## src/rtl/sis_pkg.sv

```systemverilog
// Shared types, constants and the transition helper for the interlock supervisor.
package sis_pkg;

  typedef enum logic [3:0] {
    ST_BOOT      = 4'd0,
    ST_SELFCHECK = 4'd1,
    ST_STANDBY   = 4'd2,
    ST_OBSERVE   = 4'd3,
    ST_SCAN      = 4'd4,
    ST_DEGRADED  = 4'd5,
    ST_SUSPEND   = 4'd6,
    ST_SAFE      = 4'd7,
    ST_FAULT     = 4'd8
  } state_t;

  typedef enum logic [1:0] {
    CMD_START   = 2'd0,
    CMD_LINK    = 2'd1,
    CMD_REQUEST = 2'd2,
    CMD_SENSOR  = 2'd3
  } cmd_t;

  // configuration register indexes
  localparam logic CFG_OVERHEAT = 1'b0;
  localparam logic CFG_TIMEOUT  = 1'b1;

  localparam logic signed [11:0] OVERHEAT_RST = 12'sd600;
  localparam logic [21:0]        TIMEOUT_RST  = 22'd30000;

  localparam logic [7:0] SERVO_MAX     = 8'd180;
  localparam logic [7:0] SCORE_SENSOR  = 8'd10;
  localparam logic [7:0] SCORE_SERVO   = 8'd15;
  localparam logic [7:0] SCORE_LINK    = 8'd20;
  localparam logic [7:0] SCORE_THERMAL = 8'd10;
  localparam logic [7:0] SCORE_MAX     = 8'd100;

  typedef struct packed {
    cmd_t                command;
    logic [31:0]         now_ms;
    logic [3:0]          target_state;
    logic                rain_seen;
    logic signed [11:0]  temperature;
    logic                climate_a_ok;
    logic                climate_b_ok;
    logic                light_sensor_ok;
    logic                rain_sensor_ok;
    logic signed [8:0]   pan_angle;
    logic signed [8:0]   tilt_angle;
    logic                backend_up;
  } item_t;

  typedef struct packed {
    state_t      present;
    state_t      prior;
    logic        lock;
    logic [31:0] last_contact;
    logic [6:0]  score;
    logic        link;
  } sup_state_t;

  typedef struct packed {
    logic signed [11:0] overheat_limit;
    logic [21:0]        link_timeout_ms;
  } cfg_t;

  typedef struct packed {
    state_t present;
    state_t prior;
    logic   changed;
    logic   park;
    logic   rejected;
  } ask_t;

  typedef struct packed {
    state_t     current_state;
    state_t     previous_state;
    logic       state_changed;
    logic       park_request;
    logic       request_rejected;
    logic       rain_lock;
    logic [6:0] health_score;
    logic       link_ok_flag;
    logic       observe_allowed;
  } result_t;

  function automatic logic is_park(logic [3:0] s);
    return (s == ST_SUSPEND) || (s == ST_SAFE) || (s == ST_FAULT);
  endfunction

  // One transition request: codes past fault and same-state requests do nothing,
  // the lock refuses anything but a park state.
  function automatic ask_t sis_ask(ask_t a, logic en, logic [3:0] tgt, logic lock);
    ask_t r;
    r = a;
    if (en && (tgt <= ST_FAULT) && (tgt != a.present)) begin
      if (lock && !is_park(tgt)) begin
        r.rejected = 1'b1;
      end else begin
        r.prior   = a.present;
        r.present = state_t'(tgt);
        r.changed = 1'b1;
        if (is_park(tgt)) begin
          r.park = 1'b1;
        end
      end
    end
    return r;
  endfunction

endpackage

```

## src/rtl/sis_rules.sv

```systemverilog
// Combinational rule evaluation: next supervisor state and result for one item.
module sis_rules
  import sis_pkg::*;
(
  input  item_t      item,
  input  sup_state_t st,
  input  cfg_t       cfg,
  output sup_state_t st_nxt,
  output result_t    res
);

  ask_t        a0, a1, a2;
  logic        en1, en2;
  logic [3:0]  t1, t2;
  logic        lock_n;
  logic [31:0] last_n;
  logic [6:0]  score_n;
  logic        link_n;
  logic [31:0] elapsed;
  logic        timed_out;
  logic        overheat;
  logic        below_limit;
  logic        pan_in, tilt_in;
  logic [7:0]  sum;

  assign elapsed     = item.now_ms - st.last_contact;
  assign timed_out   = elapsed > {10'd0, cfg.link_timeout_ms};
  assign overheat    = item.temperature > cfg.overheat_limit;
  assign below_limit = item.temperature < cfg.overheat_limit;
  assign pan_in      = !item.pan_angle[8] && (item.pan_angle[7:0] <= SERVO_MAX);
  assign tilt_in     = !item.tilt_angle[8] && (item.tilt_angle[7:0] <= SERVO_MAX);

  always_comb begin
    sum = (item.climate_a_ok      ? SCORE_SENSOR  : 8'd0)
        + (item.climate_b_ok      ? SCORE_SENSOR  : 8'd0)
        + (item.light_sensor_ok   ? SCORE_SENSOR  : 8'd0)
        + (item.rain_sensor_ok    ? SCORE_SENSOR  : 8'd0)
        + (pan_in                 ? SCORE_SERVO   : 8'd0)
        + (tilt_in                ? SCORE_SERVO   : 8'd0)
        + (item.backend_up        ? SCORE_LINK    : 8'd0)
        + ((!lock_n && below_limit) ? SCORE_THERMAL : 8'd0);
  end

  always_comb begin
    lock_n  = st.lock;
    last_n  = st.last_contact;
    score_n = st.score;
    link_n  = st.link;
    en1     = 1'b0;
    t1      = ST_BOOT;
    en2     = 1'b0;
    t2      = ST_BOOT;
    a0      = '{present: st.present, prior: st.prior,
                changed: 1'b0, park: 1'b0, rejected: 1'b0};

    case (item.command)
      CMD_START: begin
        last_n = item.now_ms;
        en1    = 1'b1;
        t1     = ST_SELFCHECK;
      end
      CMD_LINK: begin
        last_n = item.now_ms;
      end
      CMD_REQUEST: begin
        en1 = 1'b1;
        t1  = item.target_state;
      end
      CMD_SENSOR: begin
        if (item.rain_seen) begin
          lock_n = 1'b1;
          en1    = (st.present != ST_SUSPEND) && (st.present != ST_FAULT);
          t1     = ST_SUSPEND;
        end else begin
          lock_n = 1'b0;
          en1    = st.lock && (st.present == ST_SUSPEND);
          t1     = ST_STANDBY;
        end
        score_n = (sum > SCORE_MAX) ? SCORE_MAX[6:0] : sum[6:0];
        link_n  = item.backend_up;
      end
      default: ;
    endcase

    a1 = sis_ask(a0, en1, t1, lock_n);

    // second rule stage sees the state after a possible rain release
    if ((item.command == CMD_SENSOR) && !item.rain_seen) begin
      if (overheat) begin
        en2 = 1'b1;
        t2  = ST_SAFE;
      end else if (timed_out && ((a1.present == ST_OBSERVE) || (a1.present == ST_SCAN))) begin
        en2 = 1'b1;
        t2  = ST_SAFE;
      end else if (!item.climate_a_ok && !item.climate_b_ok &&
                   (a1.present == ST_OBSERVE)) begin
        en2 = 1'b1;
        t2  = ST_DEGRADED;
      end
    end

    a2 = sis_ask(a1, en2, t2, lock_n);
  end

  always_comb begin
    st_nxt.present      = a2.present;
    st_nxt.prior        = a2.prior;
    st_nxt.lock         = lock_n;
    st_nxt.last_contact = last_n;
    st_nxt.score        = score_n;
    st_nxt.link         = link_n;

    res.current_state    = a2.present;
    res.previous_state   = a2.prior;
    res.state_changed    = a2.changed;
    res.park_request     = a2.park;
    res.request_rejected = a2.rejected;
    res.rain_lock        = lock_n;
    res.health_score     = score_n;
    res.link_ok_flag     = link_n;
    res.observe_allowed  = ((a2.present == ST_STANDBY) || (a2.present == ST_OBSERVE) ||
                            (a2.present == ST_SCAN)) && !lock_n;
  end

endmodule

```

## src/rtl/safety_interlock_supervisor_core.sv

```systemverilog
// Top level of the safety interlock supervisor: input register, state, result register.
// Path to out_*: input register, then result register; the rule stage updates state at once.
// Throughput: one item per cycle unless out_tready stalls the result register.
// Reset (rst_n low, synchronous): pipeline empty, state boot/boot, rain lock off,
//   last contact 0, health score 100, link flag 0, limits 600 and 30000 ms.
// Configuration writes are taken every cycle (cfg_ready tied high).
module safety_interlock_supervisor_core
  import sis_pkg::*;
(
  input  logic        clk,
  input  logic        rst_n,

  input  logic        in_tvalid,
  output logic        in_tready,
  // [31:0] now_ms, [35:32] target_state, [36] rain_seen, [48:37] temperature,
  // [49] climate_a_ok, [50] climate_b_ok, [51] light_sensor_ok, [52] rain_sensor_ok,
  // [61:53] pan_angle, [70:62] tilt_angle, [71] backend_up
  input  logic [71:0] in_tdata,
  // [1:0] command
  input  logic [1:0]  in_tuser,

  output logic        out_tvalid,
  input  logic        out_tready,
  // [3:0] current_state, [7:4] previous_state, [8] state_changed, [9] park_request,
  // [10] request_rejected, [11] rain_lock, [18:12] health_score, [19] link_ok_flag,
  // [20] observe_allowed, [23:21] zero
  output logic [23:0] out_tdata,

  input  logic        cfg_valid,
  output logic        cfg_ready,
  input  logic        cfg_index,
  input  logic [21:0] cfg_data
);

  // Pipeline control: the result register advances when empty or drained;
  // the input register takes a new item whenever it is empty or moving on.
  logic       adv;
  logic       s1_valid_r;
  item_t      s1_item_r;
  item_t      in_item;

  sup_state_t st_r, st_nxt;
  cfg_t       cfg_r;
  result_t    res, res_r;
  logic       out_valid_r;

  assign adv       = !out_valid_r || out_tready;
  assign in_tready = adv || !s1_valid_r;
  assign cfg_ready = 1'b1;

  assign in_item.command           = cmd_t'(in_tuser);
  assign in_item.now_ms            = in_tdata[31:0];
  assign in_item.target_state      = in_tdata[35:32];
  assign in_item.rain_seen         = in_tdata[36];
  assign in_item.temperature       = in_tdata[48:37];
  assign in_item.climate_a_ok      = in_tdata[49];
  assign in_item.climate_b_ok      = in_tdata[50];
  assign in_item.light_sensor_ok   = in_tdata[51];
  assign in_item.rain_sensor_ok    = in_tdata[52];
  assign in_item.pan_angle         = in_tdata[61:53];
  assign in_item.tilt_angle        = in_tdata[70:62];
  assign in_item.backend_up        = in_tdata[71];

  // input register
  always_ff @(posedge clk) begin
    if (!rst_n) begin
      s1_valid_r <= 1'b0;
    end else if (in_tready) begin
      s1_valid_r <= in_tvalid;
    end
  end

  always_ff @(posedge clk) begin
    if (in_tready && in_tvalid) begin
      s1_item_r <= in_item;
    end
  end

  // configuration registers
  always_ff @(posedge clk) begin
    if (!rst_n) begin
      cfg_r.overheat_limit  <= OVERHEAT_RST;
      cfg_r.link_timeout_ms <= TIMEOUT_RST;
    end else if (cfg_valid && cfg_ready) begin
      case (cfg_index)
        CFG_OVERHEAT: cfg_r.overheat_limit  <= cfg_data[11:0];
        CFG_TIMEOUT:  cfg_r.link_timeout_ms <= cfg_data;
        default: ;
      endcase
    end
  end

  sis_rules u_rules (
    .item   (s1_item_r),
    .st     (st_r),
    .cfg    (cfg_r),
    .st_nxt (st_nxt),
    .res    (res)
  );

  // supervisor state moves only when its item moves into the result register
  always_ff @(posedge clk) begin
    if (!rst_n) begin
      st_r.present      <= ST_BOOT;
      st_r.prior        <= ST_BOOT;
      st_r.lock         <= 1'b0;
      st_r.last_contact <= 32'd0;
      st_r.score        <= SCORE_MAX[6:0];
      st_r.link         <= 1'b0;
    end else if (adv && s1_valid_r) begin
      st_r <= st_nxt;
    end
  end

  // result register
  always_ff @(posedge clk) begin
    if (!rst_n) begin
      out_valid_r <= 1'b0;
    end else if (adv) begin
      out_valid_r <= s1_valid_r;
    end
  end

  always_ff @(posedge clk) begin
    if (adv && s1_valid_r) begin
      res_r <= res;
    end
  end

  assign out_tvalid = out_valid_r;
  assign out_tdata  = {3'd0,
                       res_r.observe_allowed,
                       res_r.link_ok_flag,
                       res_r.health_score,
                       res_r.rain_lock,
                       res_r.request_rejected,
                       res_r.park_request,
                       res_r.state_changed,
                       res_r.previous_state,
                       res_r.current_state};

endmodule

```

## config.mk

```make
export PLATFORM = sky130hd
export DESIGN_NAME = safety_interlock_supervisor_core
export DESIGN_NICKNAME = d
export VERILOG_FILES = /design/src/rtl/sis_pkg.sv /design/src/rtl/sis_rules.sv /design/src/rtl/safety_interlock_supervisor_core.sv
export SDC_FILE = /design/constraint.sdc
export NUM_CORES = 1
export LEC_CHECK = 0
export ABC_AREA = 1
export BUFFER_PORTS_ARGS = -buffer_cell sky130_fd_sc_hd__buf_2
export CAP_MARGIN = 40
export CORE_UTILIZATION = 45
export DETAILED_ROUTE_END_ITERATION = 10
export PLACE_DENSITY = 0.71
export SLEW_MARGIN = 5
export SYNTH_ARGS = -nofsm -noshare
export SYNTH_HDL_FRONTEND = slang
export SYNTH_SLANG_ARGS = --single-unit
```

## constraint.sdc

```tcl
create_clock -name clk -period 4.12 [get_ports clk]
set_input_delay 0.618 -clock clk [delete_from_list [all_inputs] [get_ports clk]]
set_output_delay 0.618 -clock clk [all_outputs]
set_load 0.02 [all_outputs]
```

==> results.md, run 1 <==
- Post-Syn Instances: 1,292
- Io pins: 129
- MaxCap Viol Count: 0
- Crit path top cell by count: fa_2
- Row cnt: 55
- CTS tree: yes
- PnR worst setup slack: -0.550 ns
- Area grow syn2layout: 18.9%
- Reg2Reg Setup Slack: -0.55 ns
- Area leader, netlist: edfxtp_1
- Tcrit/Tclk final: 113%
- Mapped Area: 0.0103 sq mm
- Bufs on Longest Clock Path: 2
- Initial antenna violation count: 1
- Syn. warnings: 0
- H-tree depth: 4
- CP Max Fanout: 2
- # DRC: 0
- PwrDens: 424 mW/mm^2
- Critical path's slowest cell: fa_2
- Failing checks: setup timing
- Kind of critical path: reg2reg
- Share of layout cells above drive strength 1: 18.7%
- TritonCTS buffer count: 17
- Clock sinks: 180
- Antenna Violating Nets Remaining: 0
- Status: complete, but fails checks
- 1st-iter DRT viols: 420
- Synth Register Bits: 180
- Worst stage delay on the critical path: 0.57 ns
- Synth area leaders: edfxtp_1 (28%), dfxtp_1 (16%), nand2_1 (12%)
- Final setup viols: 14
- Min cycle time layout: 4.67 ns
- WP buf/inv: 3
- First-pass GRT wire length: 37,800 microns
- Initial Util: 45.8%
- Pre-antenna DRT Iters: 7
- DRT Wirelength: 22,900 microns
- Routed via count: 8,520
- Final Hold Viols: 0
- Max Transition Viols Final: 0
- Commonest cells after routing, fill and taps aside: nand2_1 (319), inv_1 (228), buf_2 (124)
- RSZ-0062 raised after global routing: yes
- Port bufs: 124
- CP required: 4.28 ns
- Inst Count DP: 1,692
- Root buf cell: clkbuf_16
- Core box area: 0.0226 sq mm
- Number of global-route vias before repair: 8,173
- Die X: 154 microns
- Type of the most critical hold path: in2reg
- Via-to-Cell Ratio: 4.93
- Highest Clock Rate: 214 MHz
- Top-area cell type share of the netlist area: 27.6%
- Post-layout util: 54.5%
- Post-DR wirelength/cell: 13.3 microns
- P_leak: 0.00584 uW
- Non-filler cells, final: 1,728
- Pin count of the biggest net entering global routing: 75
- GPL Wtd Cong: 0.960
- Setup crit end kind: register
- Worst VDD drop: 0.256 mV
- CP delay by family, top: adder cells
- Layout Nets: 1,616
- GR Overflow Total: 0
- Avg Cell Area, Syn: 8.01 sq um
- Most common cell after layout, fill and taps aside: nand2_1
- Die ar.: 0.0236 sq mm
- Die Span Y: 154 microns
- Sequential-to-total area share from yosys stat: 44.0%
- Total chip power: 5210 uW
- Clock transition at path regs: 0.08 ns
- Worst-Skew Late Latency: 0.43 ns
- Worst Max-Slew Pin Slew: 0.854 ns
- CP Cell Sequence: ha_4 > a21oi_2 > nor2_1 > a211oi_2 > o2111ai_2 > xnor2_2 > nor2_1 > fa_2 > inv_2 > fa_2 > fa_2 > inv_2 > fa_2 > buf_4 > a31o_4 > xor2_2 > nor2_1 > nand2_1 > nand2_2 > o21ai_0 > nand2_1
- Cell variety after synth: 42
- GR Util All Layers: 20.1%
- Hold WS: 0.353 ns
- Relative slew slack: 43.0%
- Critical Path AT: 4.83 ns
- Clk_skew: 0.0141 ns
- HPWL after detailed placement: 17,200 microns
- Startpoint Class: register
[where the power goes]
| group | internal, uW | total [uW] | switching (uW) |
|---|---|---|---|
| Sequential | 2020 | 2070 | 48.2 |
| Clock | 819 | 1570 | 752 |
| Combinational | 662 | 1570 | 908 |
[metal layers]
layer	GRT usage [%]	routed length, microns	vias up
met3	4.14	1160	39
met4	7.52	552	0
met5	0	0	-
met2	35.9	11300	209
li1	-	-	4441
met1	23.6	9890	3831
[state kept, by name (all words and copies together) (netlist names)]
signal	cells
cfg_r	34
s1_item_r	74
out_tdata	21
s1_valid_r	1
st_r	49
out_tvalid	1
[cell type report]
| class | count | area (sq um) |
|---|---|---|
| inverter | 240 | 906 |
| timing repair buffer | 144 | 783 |
| antenna | 2 | 5.00 |
| clock buffer | 18 | 439 |
| sequential | 180 | 4550 |
| multi-input combinational | 845 | 5120 |
| tap | 285 | 357 |
| fill | 2079 | 10300 |
| clock inverter | 14 | 138 |
[worst register-to-register path, stage by stage, from the launching register on]
cell and delay [ns]:
edfxtp_1 0.42, ha_4 0.24, a21oi_2 0.13, nor2_1 0.07, a211oi_2 0.21, o2111ai_2 0.16
xnor2_2 0.24, nor2_1 0.08, fa_2 0.57, inv_2 0.04, fa_2 0.33, fa_2 0.34
inv_2 0.07, fa_2 0.46, buf_4 0.16, a31o_4 0.23, xor2_2 0.17, nor2_1 0.06
nand2_1 0.07, nand2_2 0.08, o21ai_0 0.18, nand2_1 0.12
[metrics by stage]
step	worst slack, ns	TNS (ns)	area, sq um
after floorplan	-0.234	-2.54	10500
after global placement	-0.547	-6.73	11500
after detailed placement	-0.696	-8.56	11500
after CTS	-0.548	-6.41	12100
after global routing	-0.762	-9.78	12300
final	-0.550	-6.60	12300
[what timing repair did]
action / in CTS / in global routing
pin swaps: 16 / 11
buffers inserted: 0 / 2
setup endpoints to repair: 14 / 25
gates resized for setup: 12 / 33
hold buffers: 0 / 0
[synthesized netlist by cell type, drive strengths merged]
| cell type | count |
|---|---|
| a21oi | 102 |
| mux2i | 1 |
| nor3b | 1 |
| clkbuf | 25 |
| nand2 | 338 |
| dfxtp | 85 |
| a311oi | 1 |
| a211oi | 3 |
| o21a | 1 |
| a22oi | 1 |
| xnor2 | 8 |
| o2111ai | 1 |
| conb | 2 |
| o21ai | 88 |
| nor2 | 86 |
| a31oi | 5 |
| o21bai | 5 |
| fa | 9 |
| a31o | 1 |
| a21o | 3 |
| buf | 4 |
| inv | 240 |
| nor3 | 10 |
| o211ai | 12 |
| nand4 | 11 |
| nand3b | 4 |
| nand3 | 49 |
| ha | 77 |
| nor4 | 2 |
| and3 | 2 |
| edfxtp | 95 |
| xor2 | 20 |
[cells by family after synthesis]
kind of cell               synth area share (%)
and+or+nand+nor                            20.8
buffers and inverters                      9.93
other                                    0.0726
DFF                                        44.0
adders and majority gates                  11.1
AOI/OAI and AO/OA                          11.7
muxes                                    0.0968
xor gates and xnor gates                   2.37
[path summary, 6_finish.rpt]
kind,from,end,depth (start not counted)
min,in_tdata[40],s1_item_r[26],1
max reg2reg,s1_item_r[28],out_tdata[18],21
max,s1_item_r[28],out_tdata[18],21
min reg2reg,st_r[22],st_r[22],2
Note: power is estimated with default switching activity, not from simulation.
==> inputs of run 2 (changes only) <==
--- a/config.mk
+++ b/config.mk
@@ -11,6 +11,7 @@
 export CORE_UTILIZATION = 45
 export DETAILED_ROUTE_END_ITERATION = 10
 export PLACE_DENSITY = 0.71
+export SKIP_LAST_GASP = 1
 export SLEW_MARGIN = 5
 export SYNTH_ARGS = -nofsm -noshare
 export SYNTH_HDL_FRONTEND = slang
==> run 2 against run 1 <==
- the run still ends with setup timing left
- flip-flop and latch count unchanged
- maximum frequency hardly changed
- worst setup slack worse by 0.0042 ns
- sequential share of layout area up 0.090 points
- critical endpoint is now st_r[5]
- largest power group unchanged
- highest routed layer unchanged
==> results.md, run 2 (same netlist as run 1, synthesis figures left out) <==
- Critical Path AT: 4.99 ns (+0.16 ns)
- Failing checks: setup timing
- Pin count of the biggest net entering global routing: 75 (unchanged)
- Root buf cell: clkbuf_16
- Via-to-Cell Ratio: 4.93 (about the same)
- Clock transition at path regs: 0.08 ns (about the same)
- Highest Clock Rate: 214 MHz (about the same)
- Final setup viols: 14 (unchanged)
- # DRC: 0 (unchanged)
- Clock sinks: 180 (unchanged)
- Relative slew slack: 42.6% (-0.35 points)
- Critical path's slowest cell: fa_2
- Biggest register: s1_item_r
- Biggest regs: s1_item_r (74), st_r (49), cfg_r (34)
- Hold Buf Count CTS: 0 (unchanged)
- Most common cell after layout, fill and taps aside: nand2_1
- CP Max Fanout: 5 (+3)
- Met3 Use GR: 4.14% (unchanged)
- Port bufs: 124 (unchanged)
- First-pass GRT wire length: 37,800 microns (unchanged)
- R2R cell count: 22 (+4.8%)
- Area grow syn2layout: 18.6%
- Pre-antenna DRT Iters: 8 (+1)
- Setup crit end kind: register
- Max reg flops: 74 (unchanged)
- CP required: 4.44 ns (+0.16 ns)
- Startpoint Class: register
- TritonCTS buffer count: 17 (unchanged)
- Bufs on Longest Clock Path: 2 (unchanged)
- Antenna Violating Nets Remaining: 0 (unchanged)
- Routed via count: 8,503 (-0.20%)
- MaxCap Viol Count: 0 (unchanged)
- CP Cell Sequence: ha_4 > a21oi_2 > nor2_1 > a211oi_2 > o2111ai_2 > xnor2_2 > nor2_1 > fa_2 > fa_2 > ha_4 > fa_2 > ha_4 > a21oi_2 > o21ai_1 > xor2_1 > nand2_1 > nand2_2 > inv_4 > nand3_1 > o21ai_2 > o21ai_1 > inv_1
- RSZ-0062 raised after global routing: yes
- Worst Min Path Start: in_tdata[40]
- Die ar.: 0.0236 sq mm (unchanged)
- Core box area: 0.0226 sq mm (unchanged)
- Worst VDD drop: 0.255 mV (-0.49%)
- Status: complete, but fails checks
- PnR worst setup slack: -0.554 ns (-0.00423 ns)
- Final Hold Viols: 0 (unchanged)
- GR Overflow Total: 0 (unchanged)
- Layout Nets: 1,614 (-0.12%)
- Io pins: 129 (unchanged)
- Tcrit/Tclk final: 113% (about the same)
- Kind of critical path: reg2reg
- Min cycle time layout: 4.67 ns (+0.00423 ns)
- Number of global-route vias before repair: 8,173 (unchanged)
- Grt peak-use layer: met2
- Share of layout cells above drive strength 1: 18.3% (-0.32 points)
- 1st-iter DRT viols: 458 (+9.0%)
- Die X: 154 microns (unchanged)
- Initial antenna violation count: 1 (unchanged)
- Worst r2r src: s1_item_r[28]
- Number of fillers in the final layout: 2,082 (+0.14%)
- Die Span Y: 154 microns (unchanged)
- Hold path depth: 1 (unchanged)
- Reg2reg end: st_r[5]
- Non-filler cells, final: 1,726 (-0.12%)
- Worst Max-Slew Pin Slew: 0.859 ns (+0.00517 ns)
- HPWL after detailed placement: 17,200 microns (unchanged)
- Postcts setup bufs: 0 (unchanged)
- Post-DR wirelength/cell: 13.2 microns (-0.31%)
- GPL Wtd Cong: 0.960 (unchanged)
- DRT Wirelength: 22,800 microns (-0.43%)
- Row cnt: 55 (unchanged)
- Max Transition Viols Final: 0 (unchanged)
- Reg2Reg Setup Slack: -0.55 ns (about the same)
- Clk_skew: 0.0146 ns (+0.000514 ns)
- GR Util All Layers: 20.1% (unchanged)
- Inst Count DP: 1,692 (unchanged)
- GR Layer Usage met2: 35.9% (unchanged)
- P_leak: 0.00583 uW (-0.21%)
- Worst-Skew Late Latency: 0.44 ns (about the same)
- Hold WS: 0.352 ns (-0.000151 ns)
- Type of the most critical hold path: in2reg
- Grt met1 use: 23.6% (unchanged)
- Commonest cells after routing, fill and taps aside: nand2_1 (319), inv_1 (228), buf_2 (124)
- Initial Util: 45.8% (unchanged)
- Hold Path End: s1_item_r[26]
- PwrDens: 420 mW/mm^2 (-0.78%)
- H-tree depth: 4 (unchanged)
- Worst stage delay on the critical path: 0.60 ns (+0.03 ns)
- CTS tree: yes
[run 2: changes by cell type in the layout (fill, tap and decap cells not counted)]
cell	previous run	this run
buf_4	19	17
nand3_2	11	8
nand3_1	35	38
[run 2: metrics by stage]
stage / TNS (ns) / utilization (%) / setup slack [ns] / power, uW / cell area, sq um
floorplan: -2.54 / - / -0.234 / 3160 / 10500
global placement: -6.73 / 50.8 / -0.547 / 3500 / 11500
detailed placement: -8.56 / 50.8 / -0.696 / 3540 / 11500
CTS: -6.56 / 53.6 / -0.571 / 5150 / 12100
global route: -9.79 / 54.4 / -0.803 / 5490 / 12300
finish: -6.43 / 54.4 / -0.554 / 5160 / 12300
[run 2: cell type report]
| class | count | area (sq um) | share of cell area, % |
|---|---|---|---|
| Clock buffer | 18 | 439 | 3.58 |
| Multi-Input combinational cell | 845 | 5110 | 41.6 |
| Clock inverter | 14 | 138 | 1.12 |
| Inverter | 240 | 906 | 7.38 |
| Antenna cell | 2 | 5.00 | 0.0408 |
| Timing Repair Buffer | 142 | 768 | 6.26 |
| Sequential cell | 180 | 4550 | 37.1 |
| Tap cell | 285 | 357 | 2.91 |
[run 2: worst max path at each step]
stage / depth (start not counted) / slack, ns / end / from
2_1_floorplan: 22 / -0.23 / out_tdata[16] / s1_item_r[34]
3_3_place_gp: 22 / -0.55 / st_r[2] / s1_item_r[30]
3_5_place_dp: 22 / -0.70 / st_r[5] / s1_item_r[30]
4_1_cts: 22 / -0.57 / st_r[5] / s1_item_r[28]
5_1_grt: 22 / -0.80 / st_r[2] / s1_item_r[28]
6_report: 22 / -0.55 / st_r[5] / s1_item_r[28]
[run 2: timing repair]
action | in CTS | in global routing
gates resized for setup | 9 | 33
pin swaps | 16 | 8
endpoints found under the setup margin | 14 | 25
[run 2: where the power goes]
part	switching, uW	total [uW]	leakage, uW	internal [uW]
registers	47.8	2070	0.00162	2020
clock network	751	1570	0.000287	819
logic	889	1520	0.00392	629
total	1690	5160	0.00583	3470
[run 2: metal layers]
metal / share of wire [%] / vias up
li1: - / 4431
met2: 50 / 204
met4: 2.3 / 0
met5: 0 / -
met1: 43 / 3829
met3: 4.9 / 39
[run 2: worst max-delay path, delay by kind of cell, from the launching register on]
family	cells	cell delay (ns)
AO/OA/AOI/OAI	7	0.90
XOR/XNOR	2	0.41
adder cells (fa/ha/maj)	6	2.26
buffers and inverters	2	0.11
flip-flops	1	0.42
AND/OR/NAND/NOR	5	0.47
